### src/ssq_pkg.sv
// ssq_pkg: shared types and codes for the stable sorted process queue.
// Used by ssq_cell and stable_sorted_process_queue; no dependencies.
package ssq_pkg;

    localparam int IdW  = 8;
    localparam int KeyW = 16;

    typedef logic [IdW-1:0]  t_id;
    typedef logic [KeyW-1:0] t_key;

    typedef enum logic [1:0] {
        REQ_ENQ  = 2'd0,
        REQ_DEQ  = 2'd1,
        REQ_PEEK = 2'd2
    } t_req;

    typedef enum logic [1:0] {
        ST_OK    = 2'd0,
        ST_EMPTY = 2'd1,
        ST_FULL  = 2'd2
    } t_status;

    typedef struct packed {
        t_id  id;
        t_key key;
    } t_entry;

    // broadcast from the top level to every cell
    typedef struct packed {
        logic   ins;
        logic   deq;
        logic   sorted;
        t_entry item;
    } t_cmd;

endpackage

### src/stable_sorted_process_queue.sv
// stable_sorted_process_queue: top level; a row of ssq_cell slots with the
// fill count, mode register and output register. Depends on ssq_pkg, ssq_cell.
// The result is registered and appears in the cycle after the request is accepted.
// Throughput: one request per cycle unless stalled; all slots compare and shift in the
// same cycle, so the cell row's key compare plus the slot-select chain sets the clock.
// Reset (sync, active low) clears the fill count, sort mode and output valid;
// slot contents are not cleared and slots past the fill count are never read.
module stable_sorted_process_queue
    import ssq_pkg::*;
#(
    parameter int QUEUE_DEPTH = 16
) (
    input  logic        i_clk,
    input  logic        i_rst_n,
    input  logic        i_cfg_wr_en,
    input  logic        i_cfg_wr_data,
    input  logic        i_valid,
    output logic        o_ready,
    input  logic [1:0]  i_req_type,
    input  logic [7:0]  i_proc_id,
    input  logic [15:0] i_sort_key,
    output logic        o_valid,
    input  logic        i_ready,
    output logic [7:0]  o_head_id,
    output logic [15:0] o_head_key,
    output logic [1:0]  o_status,
    output logic        o_now_empty,
    output logic [4:0]  o_entry_count
);

    localparam int CntW = $clog2(QUEUE_DEPTH + 1);

    logic            r_mode;
    logic [CntW-1:0] r_count;
    logic [CntW-1:0] n_count;
    logic            r_vld;
    t_entry          r_head;
    t_status         r_status;

    logic            w_accept;
    logic            w_empty;
    logic            w_full;
    t_req            w_req;
    t_cmd            w_cmd;
    t_entry          n_head;
    t_status         n_status;

    t_entry                 w_entry [QUEUE_DEPTH];
    logic [QUEUE_DEPTH:0]   w_suffix;
    logic [QUEUE_DEPTH-1:0] w_prev;
    logic [QUEUE_DEPTH-1:0] w_occ;
    logic [CntW+4:0]        w_count_ext;

    assign o_ready  = !r_vld || i_ready;
    assign w_accept = i_valid && o_ready;
    assign w_req    = t_req'(i_req_type);
    assign w_empty  = (r_count == '0);
    assign w_full   = (r_count == CntW'(QUEUE_DEPTH));

    assign w_cmd.ins      = w_accept && (w_req == REQ_ENQ) && !w_full;
    assign w_cmd.deq      = w_accept && (w_req == REQ_DEQ) && !w_empty;
    assign w_cmd.sorted   = r_mode;
    assign w_cmd.item.id  = i_proc_id;
    assign w_cmd.item.key = i_sort_key;

    assign w_suffix[QUEUE_DEPTH] = 1'b0;
    assign w_prev = {w_suffix[QUEUE_DEPTH-2:0], 1'b1};

    for (genvar g = 0; g < QUEUE_DEPTH; g++) begin : g_cell
        t_entry w_l;
        t_entry w_r;

        assign w_occ[g] = (CntW'(g) < r_count);

        if (g == 0) begin : g_first
            assign w_l = w_entry[g];
        end else begin : g_mid_l
            assign w_l = w_entry[g-1];
        end

        if (g == QUEUE_DEPTH - 1) begin : g_last
            assign w_r = w_entry[g];
        end else begin : g_mid_r
            assign w_r = w_entry[g+1];
        end

        ssq_cell u_cell (
            .i_clk          (i_clk),
            .i_cmd          (w_cmd),
            .i_occ          (w_occ[g]),
            .i_prev_suffix  (w_prev[g]),
            .i_suffix_right (w_suffix[g+1]),
            .i_left         (w_l),
            .i_right        (w_r),
            .o_suffix       (w_suffix[g]),
            .o_entry        (w_entry[g])
        );
    end

    always_comb begin
        n_count  = r_count;
        n_head   = '0;
        n_status = ST_OK;
        case (w_req)
            REQ_ENQ: begin
                if (w_full) begin
                    n_status = ST_FULL;
                end else begin
                    n_count = r_count + CntW'(1);
                end
            end
            REQ_DEQ, REQ_PEEK: begin
                if (w_empty) begin
                    n_status = ST_EMPTY;
                end else begin
                    n_head = w_entry[0];
                    if (w_req == REQ_DEQ) begin
                        n_count = r_count - CntW'(1);
                    end
                end
            end
            default: begin
            end
        endcase
    end

    always_ff @(posedge i_clk) begin
        if (!i_rst_n) begin
            r_mode  <= 1'b0;
            r_count <= '0;
            r_vld   <= 1'b0;
        end else begin
            if (i_cfg_wr_en) begin
                r_mode <= i_cfg_wr_data;
            end
            if (w_accept) begin
                r_count <= n_count;
                r_vld   <= 1'b1;
            end else if (i_ready) begin
                r_vld <= 1'b0;
            end
        end
    end

    always_ff @(posedge i_clk) begin
        if (w_accept) begin
            r_head   <= n_head;
            r_status <= n_status;
        end
    end

    // result count reported in 5 bits
    assign w_count_ext   = {5'b0, r_count};
    assign o_valid       = r_vld;
    assign o_head_id     = r_head.id;
    assign o_head_key    = r_head.key;
    assign o_status      = r_status;
    assign o_now_empty   = w_empty;
    assign o_entry_count = w_count_ext[4:0];

    a_count_bound: assert property (@(posedge i_clk) disable iff (!i_rst_n)
        r_count <= CntW'(QUEUE_DEPTH))
        else $error("fill count above depth");

    a_enq_count: assert property (@(posedge i_clk) disable iff (!i_rst_n)
        w_cmd.ins |=> r_count == $past(r_count) + CntW'(1))
        else $error("enqueue did not raise fill count");

    a_deq_head: assert property (@(posedge i_clk) disable iff (!i_rst_n)
        w_cmd.deq |=> (o_head_id == $past(w_entry[0].id))
                      && (o_head_key == $past(w_entry[0].key)))
        else $error("dequeue reported wrong head");

    a_empty_status: assert property (@(posedge i_clk) disable iff (!i_rst_n)
        w_accept && w_empty && (w_req == REQ_DEQ || w_req == REQ_PEEK)
        |=> o_valid && (o_status == ST_EMPTY) && o_now_empty)
        else $error("empty read not flagged");

endmodule

### src/ssq_cell.sv
// ssq_cell: one slot of the queue row; holds an entry and shifts it to or
// from its neighbors on insert and dequeue. Depends on ssq_pkg.
module ssq_cell
    import ssq_pkg::*;
(
    input  logic   i_clk,
    input  t_cmd   i_cmd,
    input  logic   i_occ,          // slot holds a live entry
    input  logic   i_prev_suffix,  // some slot at or right of the left neighbor is <= key
    input  logic   i_suffix_right, // some slot right of this one is <= key
    input  t_entry i_left,
    input  t_entry i_right,
    output logic   o_suffix,
    output t_entry o_entry
);

    t_entry r_entry;
    t_entry n_entry;
    logic   w_le;

    // in FIFO mode every live slot counts as "not greater", so the new item lands at the tail
    assign w_le     = i_occ && (!i_cmd.sorted || (r_entry.key <= i_cmd.item.key));
    assign o_suffix = w_le || i_suffix_right;
    assign o_entry  = r_entry;

    always_comb begin
        n_entry = r_entry;
        if (i_cmd.ins) begin
            if (!i_prev_suffix) begin
                n_entry = i_left;
            end else if (!o_suffix) begin
                n_entry = i_cmd.item;
            end
        end else if (i_cmd.deq) begin
            n_entry = i_right;
        end
    end

    always_ff @(posedge i_clk) begin
        r_entry <= n_entry;
    end

endmodule
### config.mk
export PLATFORM = sky130hd
export DESIGN_NAME = stable_sorted_process_queue
export DESIGN_NICKNAME = d
export VERILOG_FILES = /design/src/ssq_pkg.sv /design/src/stable_sorted_process_queue.sv /design/src/ssq_cell.sv
export SDC_FILE = /design/constraint.sdc
export NUM_CORES = 1
export LEC_CHECK = 0
export ABC_AREA = 1
export BUFFER_PORTS_ARGS = -buffer_cell sky130_fd_sc_hd__buf_2
export CAP_MARGIN = 20
export CORE_AREA = 5 5 237 331
export CTS_BUF_LIST = sky130_fd_sc_hd__clkbuf_4 sky130_fd_sc_hd__clkbuf_8
export CTS_CLUSTER_DIAMETER = 30
export CTS_CLUSTER_SIZE = 24
export DETAILED_ROUTE_END_ITERATION = 16
export DIE_AREA = 0 0 242 336
export SYNTH_ARGS = -nofsm -noshare
export SYNTH_HDL_FRONTEND = slang
export SYNTH_SLANG_ARGS = --single-unit
### constraint.sdc
create_clock -name i_clk -period 6.6 [get_ports i_clk]
set_clock_uncertainty 0.2 [all_clocks]
set_input_delay 0.33 -clock i_clk [delete_from_list [all_inputs] [get_ports i_clk]]
set_output_delay 0.33 -clock i_clk [all_outputs]
set_load 0.05 [all_outputs]
==> results of run 1 <==
==> power groups by stage <==
stage | Clock (W) | Combinational, W | Sequential, W
global placement | 0 | 0.00172 | 0.00334
detailed placement | 0 | 0.00175 | 0.00334
global route | 0.00358 | 0.00197 | 0.00330
floorplan | 0 | 0.00112 | 0.00336
CTS | 0.00347 | 0.00177 | 0.00329
finish | 0.00339 | 0.00177 | 0.00329
==> critical path, delay by kind of cell <==
family / cells / cell delay (ps)
and+or+nand+nor: 15 / 1970
AOI/OAI and AO/OA: 1 / 190
buffers and inverters: 7 / 2720
adders and majority gates: 1 / 370
==> synth_stat cells (2+ instances only) <==
| library cell | instances |
|---|---|
| sky130_fd_sc_hd__clkbuf_1 | 122 |
| sky130_fd_sc_hd__a21oi_1 | 255 |
| sky130_fd_sc_hd__edfxtp_1 | 410 |
| sky130_fd_sc_hd__nor2_1 | 219 |
| sky130_fd_sc_hd__o21ai_1 | 34 |
| sky130_fd_sc_hd__o22ai_1 | 75 |
| sky130_fd_sc_hd__clkinv_1 | 4 |
| sky130_fd_sc_hd__o21ai_0 | 405 |
| sky130_fd_sc_hd__inv_2 | 6 |
| sky130_fd_sc_hd__nand2_2 | 3 |
| sky130_fd_sc_hd__nand4_4 | 3 |
| sky130_fd_sc_hd__ha_1 | 263 |
| sky130_fd_sc_hd__nand4_1 | 16 |
| sky130_fd_sc_hd__nand3_1 | 47 |
| sky130_fd_sc_hd__a21o_1 | 4 |
| sky130_fd_sc_hd__o21a_1 | 3 |
| sky130_fd_sc_hd__buf_1 | 4 |
| sky130_fd_sc_hd__nor4_1 | 3 |
| sky130_fd_sc_hd__nand2_1 | 862 |
| sky130_fd_sc_hd__o21bai_1 | 2 |
| sky130_fd_sc_hd__dfxtp_1 | 7 |
| sky130_fd_sc_hd__a31oi_1 | 8 |
| sky130_fd_sc_hd__nor2_4 | 4 |
| sky130_fd_sc_hd__buf_2 | 14 |
| sky130_fd_sc_hd__nor3_1 | 12 |
| sky130_fd_sc_hd__o211ai_1 | 10 |
| sky130_fd_sc_hd__a41oi_1 | 2 |
| sky130_fd_sc_hd__a211oi_1 | 3 |
| sky130_fd_sc_hd__o2111ai_1 | 6 |
| sky130_fd_sc_hd__inv_1 | 185 |
==> registers in the layout (all words and copies together) (netlist names) <==
signal,flops
o_entry_count,5
o_status,2
r_mode,1
o_valid,1
g_cell.u_cell.o_entry,384
o_head_id,8
o_head_key,16
==> through the flow <==
step | utilization, % | setup slack, ps
after floorplan | - | 1810
after global placement | 36.6 | 1120
after detailed placement | 36.7 | 1110
after CTS | 40.0 | 1210
after global routing | 40.1 | 716
final | 40.1 | 1130
==> logic make-up (layout without fill, tap and decap cells) <==
group | after synthesis | in the layout | synth area share, %
AO/OA/AOI/OAI | 813 | 813 | 16.5
XOR/XNOR | 1 | 1 | 0.0337
adder cells (fa/ha/maj) | 263 | 263 | 12.7
buffers and inverters | 336 | 512 | 4.94
flip-flops | 417 | 417 | 47.9
other | 0 | 3 | 0
AND/OR/NAND/NOR | 1173 | 1173 | 17.9
==> area by class of cell <==
cell class / count / area share (%)
Antenna cell: 3 / 0.0250
Clock buffer: 103 / 4.51
Sequential cell: 417 / 41.4
Inverter: 195 / 2.46
Multi-Input combinational cell: 2250 / 41.1
Tap cell: 968 / 4.03
Clock inverter: 62 / 2.65
Timing Repair Buffer: 152 / 3.77
==> timing repair <==
item	CTS	global route
hold buffers	33	0
hold endpoints to repair	109	0
gates resized for setup	0	0
==> per-layer routing <==
layer	track usage, %	routed length, um	part of all wire [%]
met1	23.1	32000	39
met2	34.9	41000	50
met3	3.20	4810	5.9
met4	9.35	3780	4.6
met5	0	47	0.058
==> worst paths after layout <==
check,cells past startpoint,startpoint,endpoint
max,24,i_sort_key[7],g_cell[3].u_cell.o_entry[18]
min,3,i_sort_key[0],g_cell[15].u_cell.o_entry[0]
max reg2reg,20,g_cell[12].u_cell.o_entry[3],g_cell[3].u_cell.o_entry[18]
min reg2reg,2,o_valid,o_valid
==> impl_metrics.py, run 1 <==
metrics = {
    "status": {
        "run_status": "completed",
    },
    "placed_design": {
        "place_congestion": 0.970,
        "io_buffer_count": 65,
        "dpl-instance-area_um2": 27600,
        "place_inst": 3948,
        "place_hpwl_um": 60700,
    },
    "grt": {
        "grt_use_total_pct": 19.6,
        "grt_antenna_before_repair": 5,
        "grt_pass1_wl_um": 126000,
        "vias_in_the_first_global_route": 21537,
        "gr-total-overflow": 0,
        "grt_start_max_net_pins": 178,
    },
    "floorplanning": {
        "floorplan.initialDensity_pct": 34.6,
        "boundaryPins": 66,
        "placementRows": 119,
        "die-width_um": 242,
        "core-area_um2": 75000,
        "die-area_um2": 81300,
        "fp.dieH_um": 336,
    },
    "clock_network": {
        "worst_setup_hold_path_clk_slew_ps": 60,
        "cts_inserted_buffers": 88,
        "buffer_levels_on_the_longest_clock_path": 3,
        "clkSinkCount": 417,
        "clock_insertion_delay_worst_skew_ps": 700,
        "post_cts.repair.setup_buffers": 0,
        "htree_levels": 3,
        "ctsRootBufferMaster": "sky130_fd_sc_hd__clkbuf_8",
        "tritoncts": "done",
    },
    "timing": {
        "totalNegativeSetupSlack_ps": 0,
        "period_needed_ps": 5470,
        "final.hold.worst_slack_ps": 78.6,
        "drv_slew": 0,
        "worst_slew_margin_rel_pct": 29.5,
        "setup_repair_after_global_routing_missed_its_margin": "false",
        "layout_worst_path_cycle_share_pct": 82.8,
        "hold_viol": 0,
        "fmaxAchievable_ghz": 0.183,
        "max_slew.worst_pin.slew_ps": 1050,
        "finalSetupViolations": 0,
    },
    "pwr": {
        "net-switching-power_w": 0.00278,
        "power_per_cell_area_nw_per_um2": 281,
        "pwr-share-seq_pct": 38.9,
        "power.internal_w": 0.00567,
        "ir_drop_mv": 0.129,
        "comb_pwr_share_pct": 20.9,
        "netSwitchingFraction_pct": 32.9,
        "share_clk_of_total_power_pct": 40.1,
        "leakage_nw": 13.1,
        "design_power_total_w": 0.00845,
    },
    "final_layout": {
        "most-common-layout-cells": "sky130_fd_sc_hd__nand2_1, sky130_fd_sc_hd__edfxtp_1, sky130_fd_sc_hd__o21ai_0",
        "syn2layout_area_growth_pct": 15.8,
        "fillerInstances": 7587,
        "design.final.nets": 3399,
        "postLayoutCellArea_um2": 30100,
        "multi_input_comb_area_um2": 12400,
        "final_common_cell": "sky130_fd_sc_hd__nand2_1",
        "layout.cells.non_filler": 4150,
        "fraction_of_final_layout_cells_with_drive_strength_greater_than_1_pct": 10.0,
        "regArea_um2": 12500,
    },
    "worst_setup_path": {
        "worst_path_most_repeated_cell": "sky130_fd_sc_hd__nor2_4",
        "setup_crit_start_kind": "primary input",
        "critPathCaptureType": "flop",
        "cpMaxStageDelayCell": "sky130_fd_sc_hd__inv_1",
        "timing.critical_path.cells": "dlygate4sd3_1 -> buf_2 -> inv_1 -> ha_1 -> nand2_1 -> nor2_1 -> nand4_1 -> nor2_1 -> nor2_1 -> nand2_1 -> nand2_1 -> nand2_2 -> nor2_4 -> nand4_4 -> nor2_4 -> nand4_4 -> nor2_4 -> buf_4 -> nand2_2 -> buf_4 -> nor2_4 -> inv_2 -> a21oi_2 -> buf_4",
        "critPathArrivalTime_ps": 5610,
        "crit_required_ps": 6740,
        "worstSetupPathType": "in -> reg",
        "reg2reg_setup_slack_ps": 1730,
        "critical-path-max-stage-delay_ps": 680,
        "critical_path_peak_fanout": 28,
    },
    "routing": {
        "detailroute.via_count": 21995,
        "drt.antenna.violating_nets": 0,
        "number_of_drc_violations_after_detailed_routing": 0,
        "routed_wirelength_um": 81600,
        "drt-vias-per-instance": 5.30,
        "drt_first_pass_iters": 5,
        "routedWlPerCell_um": 19.7,
        "detail_route.iter0.violations": 1933,
    },
    "synth": {
        "synth_top_flop_cell": "sky130_fd_sc_hd__edfxtp_1",
        "syn-instance-count": 3003,
        "yosysUniqueCellTypes": 42,
        "synth_top_area_share_pct": 47.4,
        "synth_nets": 3298,
        "netlist_top_cells_area": "sky130_fd_sc_hd__edfxtp_1, sky130_fd_sc_hd__ha_1, sky130_fd_sc_hd__nand2_1",
        "synth_edf_count": 410,
        "synth_warnings": 0,
        "ys_seq_elements": 417,
        "synth_sequential_area_ratio_pct": 47.9,
        "syn_avg_cell_area_um2": 8.65,
        "post_synth_instance_area_um2": 26000,
        "synthArstFlopShare_pct": 0,
        "area_leader_netlist": "sky130_fd_sc_hd__edfxtp_1",
    },
    "worst_hold_path": {
        "min-delay-path-class": "in -> reg",
    },
    "run": {
        "max_cap_viol_count": 0,
    },
}
Power figures use the tool's default switching activity.
==> inputs of run 2 (changes only) <==
==> constraint.sdc (replaced) <==
create_clock -name i_clk -period 5.1 [get_ports i_clk]
set_clock_uncertainty 0.2 [all_clocks]
set_input_delay 0.255 -clock i_clk [delete_from_list [all_inputs] [get_ports i_clk]]
set_output_delay 0.255 -clock i_clk [all_outputs]
set_load 0.05 [all_outputs]
==> impl_metrics.py, run 2 (synthesis gave the netlist of run 1 again) <==
metrics = {
    "clock_network": {
        "post_cts.repair.setup_buffers": 0,
        "cts_resized": 0,
        "ctsRootBufferMaster": "sky130_fd_sc_hd__clkbuf_8",
        "worst_setup_hold_path_clk_slew_ps": 60,
        "clock_insertion_delay_worst_skew_ps": 710,
        "clkSinkCount": 417,
        "tritoncts": "done",
        "cts_inserted_buffers": 88,
        "htree_levels": 3,
        "buffer_levels_on_the_longest_clock_path": 3,
    },
    "worst_setup_path": {
        "crit_required_ps": 5240,
        "critPathArrivalTime_ps": 4710,
        "critical_path_peak_fanout": 25,
        "critPathCaptureType": "flop",
        "setup_crit_start_kind": "primary input",
        "worstSetupPathType": "in -> reg",
    },
    "final_layout": {
        "design.final.nets": 3420,
        "fillerInstances": 7614,
        "most-common-layout-cells": "sky130_fd_sc_hd__nand2_1, sky130_fd_sc_hd__edfxtp_1, sky130_fd_sc_hd__o21ai_0",
        "syn2layout_area_growth_pct": 16.4,
        "final_common_cell": "sky130_fd_sc_hd__nand2_1",
        "fraction_of_final_layout_cells_with_drive_strength_greater_than_1_pct": 10.5,
        "multi_input_comb_area_um2": 12400,
        "regArea_um2": 12500,
        "finish.utilization_pct": 40.3,
        "largest_reg_flops": 384,
    },
    "timing": {
        "setup_repair_after_global_routing_missed_its_margin": "false",
        "period_needed_ps": 4580,
        "totalNegativeSetupSlack_ps": 0,
        "worst_slew_margin_rel_pct": 28.1,
        "hold_viol": 0,
        "finalSetupViolations": 0,
        "drv_slew": 0,
        "final_critical_path_setup_slack_ps": 523,
        "fmaxAchievable_ghz": 0.219,
        "max_slew.worst_pin.slew_ps": 1080,
        "layout_worst_path_cycle_share_pct": 89.7,
    },
    "floorplanning": {
        "floorplan.initialDensity_pct": 34.6,
        "core-area_um2": 75000,
        "die-width_um": 242,
        "boundaryPins": 66,
        "die-area_um2": 81300,
        "placementRows": 119,
        "fp.dieH_um": 336,
    },
    "pwr": {
        "leakage_nw": 13.2,
        "power_per_cell_area_nw_per_um2": 363,
        "ir_drop_mv": 0.245,
    },
    "routing": {
        "routedWlPerCell_um": 20.1,
        "number_of_drc_violations_after_detailed_routing": 0,
        "drt-vias-per-instance": 5.31,
        "route.met2.wl_um": 42100,
        "routed.top_layer": "met5",
        "drt.antenna.violating_nets": 0,
        "routed_wirelength_um": 84000,
        "dr_wl_met3_um": 5300,
        "detail_route.iter0.violations": 1874,
        "drt_first_pass_iters": 6,
        "detailroute.via_count": 22158,
        "wl_met1_um": 32600,
    },
    "placed_design": {
        "place_congestion": 0.901,
        "place_hpwl_um": 62300,
        "preCtsSetupSlack_ps": 481,
        "io_buffer_count": 65,
    },
    "grt": {
        "grt_antenna_before_repair": 3,
        "gr-total-overflow": 0,
        "grt_use_total_pct": 20.0,
        "vias_in_the_first_global_route": 21609,
        "grt_start_max_net_pins": 142,
        "grt_pass1_wl_um": 128000,
    },
    "worst_hold_path": {
        "min-delay-path-class": "in -> reg",
    },
    "status": {
        "run_status": "completed",
    },
    "run": {
        "max_cap_viol_count": 0,
    },
}
-- run 2: cell count changes in the layout (fill, tap and decap cells not counted), moves of 2 or more --
cell                         previous run  this run
sky130_fd_sc_hd__buf_12                 2         6
sky130_fd_sc_hd__buf_4                 49        66
sky130_fd_sc_hd__clkbuf_4              10         5
sky130_fd_sc_hd__clkbuf_8              93        90
sky130_fd_sc_hd__clkinv_1              11        13
sky130_fd_sc_hd__clkinv_4               1         9
sky130_fd_sc_hd__clkinvlp_4            15        13
sky130_fd_sc_hd__inv_6                  3         7
sky130_fd_sc_hd__inv_8                  6         1
-- run 2: where the power goes --
group / switching [W] / total (W) / internal [W]
combinational: 0.00176 / 0.00240 / 0.000635
sequential: 0.000161 / 0.00426 / 0.00410
clock: 0.00176 / 0.00432 / 0.00256
total: 0.00369 / 0.0110 / 0.00729
-- run 2: cell type report --
cell class,count,share of cell area (%)
timing repair buffer,173,4.42
multi-input combinational,2250,40.9
antenna,4,0.0331
inverter,195,2.45
clock buffer,95,4.22
tap,968,4.01
clock inverter,69,2.74
sequential,417,41.2
-- run 2: worst paths after layout --
check / startpoint / to / slack [ps] / cells past startpoint
worst max-delay path: i_sort_key[7] / g_cell[0].u_cell.o_entry[7] / 520 / 22
worst min-delay path: i_ready / o_valid / 200 / 5
worst max register to register: g_cell[10].u_cell.o_entry[3] / g_cell[0].u_cell.o_entry[7] / 900 / 18
worst min register to register: g_cell[15].u_cell.o_entry[17] / g_cell[14].u_cell.o_entry[17] / 310 / 2
-- run 2: worst max-delay path, cell delays in order --
cell and delay, ps:
sky130_fd_sc_hd__dlygate4sd3_1 580, sky130_fd_sc_hd__buf_2 230, sky130_fd_sc_hd__inv_1 250, sky130_fd_sc_hd__buf_4 240, sky130_fd_sc_hd__ha_1 290, sky130_fd_sc_hd__nand2_1 70
sky130_fd_sc_hd__nor2_1 300, sky130_fd_sc_hd__nand2_1 100, sky130_fd_sc_hd__nand3_1 170, sky130_fd_sc_hd__nand2_1 90, sky130_fd_sc_hd__nand2_1 70, sky130_fd_sc_hd__nand2_1 50
sky130_fd_sc_hd__nand2_1 110, sky130_fd_sc_hd__nand4_4 140, sky130_fd_sc_hd__nor2_4 190, sky130_fd_sc_hd__nand4_4 130, sky130_fd_sc_hd__nor2_4 170, sky130_fd_sc_hd__nand4_4 140
sky130_fd_sc_hd__nor2_8 290, sky130_fd_sc_hd__nand3_4 330, sky130_fd_sc_hd__nand2_1 150, sky130_fd_sc_hd__buf_4 330
-- run 2: stage by stage --
| step | instance area [um^2] | total power, W | cells | hold slack [ps] |
|---|---|---|---|---|
| 6_report | 30200 | 0.0110 | 4171 | 204 |
| 4_1_cts | 30200 | 0.0111 | 4166 | 159 |
| 3_5_place_dp | 27700 | 0.00669 | 3968 | 308 |
| 2_1_floorplan | 26000 | 0.00579 | 3003 | 193 |
| 3_3_place_gp | 27700 | 0.00667 | 3967 | 302 |
| 5_1_grt | 30200 | 0.0115 | 4168 | 237 |
-- run 2: layer usage --
metal,up-vias,track usage [%]
met5,-,0
met4,2,9.26
met3,204,3.42
met2,754,36.1
met1,10413,23.2
li1,10785,-
-- run 2: what timing repair did --
action / 4_1_cts / 5_1_grt
endpoints found under the hold margin: 120 / 0
endpoints found under the setup margin: 0 / 0
hold buffers: 34 / 0
==> inputs of run 3 (changes only) <==
--- a/config.mk
+++ b/config.mk
@@ -8,12 +8,12 @@
 export ABC_AREA = 1
 export BUFFER_PORTS_ARGS = -buffer_cell sky130_fd_sc_hd__buf_2
 export CAP_MARGIN = 20
-export CORE_AREA = 5 5 237 331
+export CORE_AREA = 5 5 279 281
 export CTS_BUF_LIST = sky130_fd_sc_hd__clkbuf_4 sky130_fd_sc_hd__clkbuf_8
 export CTS_CLUSTER_DIAMETER = 30
 export CTS_CLUSTER_SIZE = 24
 export DETAILED_ROUTE_END_ITERATION = 16
-export DIE_AREA = 0 0 242 336
+export DIE_AREA = 0 0 284 286
 export SYNTH_ARGS = -nofsm -noshare
 export SYNTH_HDL_FRONTEND = slang
 export SYNTH_SLANG_ARGS = --single-unit
==> impl_metrics.py, run 3 (synthesis gave the netlist of run 1 again) <==
metrics = {
    "status": {
        "run_status": "completed",
    },
    "clock_network": {
        "tritoncts": "done",
        "cts_inserted_buffers": 110,
        "htree_levels": 3,
        "worst_setup_hold_path_clk_slew_ps": 50,
        "buffer_levels_on_the_longest_clock_path": 3,
        "post_cts.repair.setup_buffers": 0,
        "clkSinkCount": 417,
        "ctsRootBufferMaster": "sky130_fd_sc_hd__clkbuf_8",
        "clock_insertion_delay_worst_skew_ps": 750,
    },
    "grt": {
        "grt_start_max_net_pins": 134,
        "vias_in_the_first_global_route": 22464,
        "grt_antenna_before_repair": 1,
        "grt_use_total_pct": 22.0,
        "gr-total-overflow": 0,
        "grt_pass1_wl_um": 138000,
    },
    "timing": {
        "setup_repair_after_global_routing_missed_its_margin": "false",
        "max_slew.worst_pin.slew_ps": 1020,
        "layout_worst_path_cycle_share_pct": 90.5,
        "finalSetupViolations": 0,
        "drv_slew": 0,
        "period_needed_ps": 4610,
        "hold_viol": 0,
        "totalNegativeSetupSlack_ps": 0,
        "fmaxAchievable_ghz": 0.217,
        "worst_slew_margin_rel_pct": 32.3,
    },
    "worst_setup_path": {
        "setup_crit_start_kind": "primary input",
        "timing.critical_path.max_delay_family": "compound AO/OA/AOI/OAI gates",
        "cpMaxStageDelayCell": "sky130_fd_sc_hd__o21ai_0",
        "timing.critical_path.cells": "dlygate4sd3_1 -> buf_2 -> inv_1 -> ha_1 -> a21oi_1 -> o21ai_0 -> a21oi_1 -> nor2_1 -> o21ai_0 -> a21oi_1 -> o21ai_0 -> o22ai_1 -> nand2_2 -> nor2_4 -> inv_2 -> o21ai_0 -> o21ai_0",
        "worst_path_most_repeated_cell": "sky130_fd_sc_hd__o21ai_0",
        "crit_required_ps": 5460,
        "worst-path-buf-inv": 4,
        "critical-path-max-stage-delay_ps": 570,
        "worstSetupPathType": "in -> reg",
        "critPathCaptureType": "flop",
        "critPathArrivalTime_ps": 4970,
        "critical_path_peak_fanout": 25,
    },
    "floorplanning": {
        "core-area_um2": 75200,
        "die-width_um": 284,
        "fp.dieH_um": 286,
        "placementRows": 101,
        "floorplan.initialDensity_pct": 34.5,
        "die-area_um2": 81200,
        "boundaryPins": 66,
    },
    "placed_design": {
        "dpl-instance-area_um2": 27600,
        "place_hpwl_um": 65300,
        "place_congestion": 0.916,
        "io_buffer_count": 65,
    },
    "final_layout": {
        "fraction_of_final_layout_cells_with_drive_strength_greater_than_1_pct": 11.1,
        "syn2layout_area_growth_pct": 17.4,
        "design.final.nets": 3444,
        "final_common_cell": "sky130_fd_sc_hd__nand2_1",
        "most-common-layout-cells": "sky130_fd_sc_hd__nand2_1, sky130_fd_sc_hd__edfxtp_1, sky130_fd_sc_hd__o21ai_0",
        "postLayoutCellArea_um2": 30500,
        "largest_reg_flops": 384,
    },
    "routing": {
        "routedWlPerCell_um": 21.8,
        "detail_route.iter0.violations": 2314,
        "drt.antenna.violating_nets": 0,
        "number_of_drc_violations_after_detailed_routing": 0,
        "drt-vias-per-instance": 5.45,
        "routed_wirelength_um": 92200,
        "detailroute.via_count": 22993,
        "drt_first_pass_iters": 5,
    },
    "pwr": {
        "design_power_total_w": 0.0116,
        "power_per_cell_area_nw_per_um2": 380,
        "leakage_nw": 13.4,
        "ir_drop_mv": 0.196,
    },
    "run": {
        "max_cap_viol_count": 0,
    },
    "worst_hold_path": {
        "min-delay-path-class": "in -> reg",
    },
}
==> run 3: changes by cell type in the layout (fill, tap and decap cells not counted), sizes merged <==
cell	before	now
buf	139	141
diode	4	2
clkinvlp	13	8
clkbuf	95	121
inv	198	197
clkinv	37	58
==> run 3: cell type report <==
class,instances,area (um^2)
fill,7490,44700
sequential,417,12500
tap,978,1220
antenna,2,5.00
clock buffer,121,1610
timing repair buffer,175,1310
multi-input combinational,2250,12300
clock inverter,84,845
inverter,195,739
==> run 3: worst paths after layout <==
| kind | from | to | slack, ps | depth (start not counted) |
|---|---|---|---|---|
| setup / recovery | i_sort_key[3] | g_cell[4].u_cell.o_entry[5] | 490 | 17 |
| hold / removal | i_ready | o_valid | 170 | 5 |
| setup reg to reg | g_cell[4].u_cell.o_entry[3] | g_cell[0].u_cell.o_entry[19] | 710 | 14 |
| hold reg to reg | o_valid | o_valid | 300 | 2 |
==> run 3: worst reg2reg max path: stages, from the launching register on <==
cell and delay [ps]:
sky130_fd_sc_hd__edfxtp_1 520, sky130_fd_sc_hd__ha_1 360, sky130_fd_sc_hd__nand2_1 110, sky130_fd_sc_hd__o21ai_0 270
sky130_fd_sc_hd__a21oi_1 100, sky130_fd_sc_hd__nor2_1 110, sky130_fd_sc_hd__o21ai_0 110, sky130_fd_sc_hd__a21oi_1 160
sky130_fd_sc_hd__o21ai_0 270, sky130_fd_sc_hd__o22ai_1 500, sky130_fd_sc_hd__nand4_4 210, sky130_fd_sc_hd__nor2_8 190
sky130_fd_sc_hd__nand3_4 310, sky130_fd_sc_hd__nand2_1 220, sky130_fd_sc_hd__buf_4 360
==> run 3: per-layer routing <==
layer  GRT usage (%)  part of all wire (%)
met2            36.9                    48
met5               0                     0
met3            3.59                   7.0
met4            10.1                   5.0
met1            27.9                    40
==> run 3: metrics by stage <==
step / hold slack (ps) / worst slack [ps] / std cells / util [%]
final: 172 / 487 / 4222 / 40.5
after global routing: 165 / 364 / 4222 / 40.5
after CTS: 111 / 707 / 4218 / 40.5
after detailed placement: 300 / 558 / 3979 / 36.8
after global placement: 294 / 596 / 3978 / 36.7
after floorplan: 193 / 314 / 3003 / -
==> run 3: where the power goes <==
group          internal [W]  switching [W]  total [W]
sequential          0.00410       0.000189    0.00429
combinational      0.000632        0.00184    0.00247
clock               0.00295        0.00188    0.00482
==> run 3: what timing repair did <==
| item | in CTS | in global routing |
|---|---|---|
| hold buffers | 34 | 0 |
| resized for setup | 0 | 0 |
| endpoints found under the hold margin | 126 | 0 |
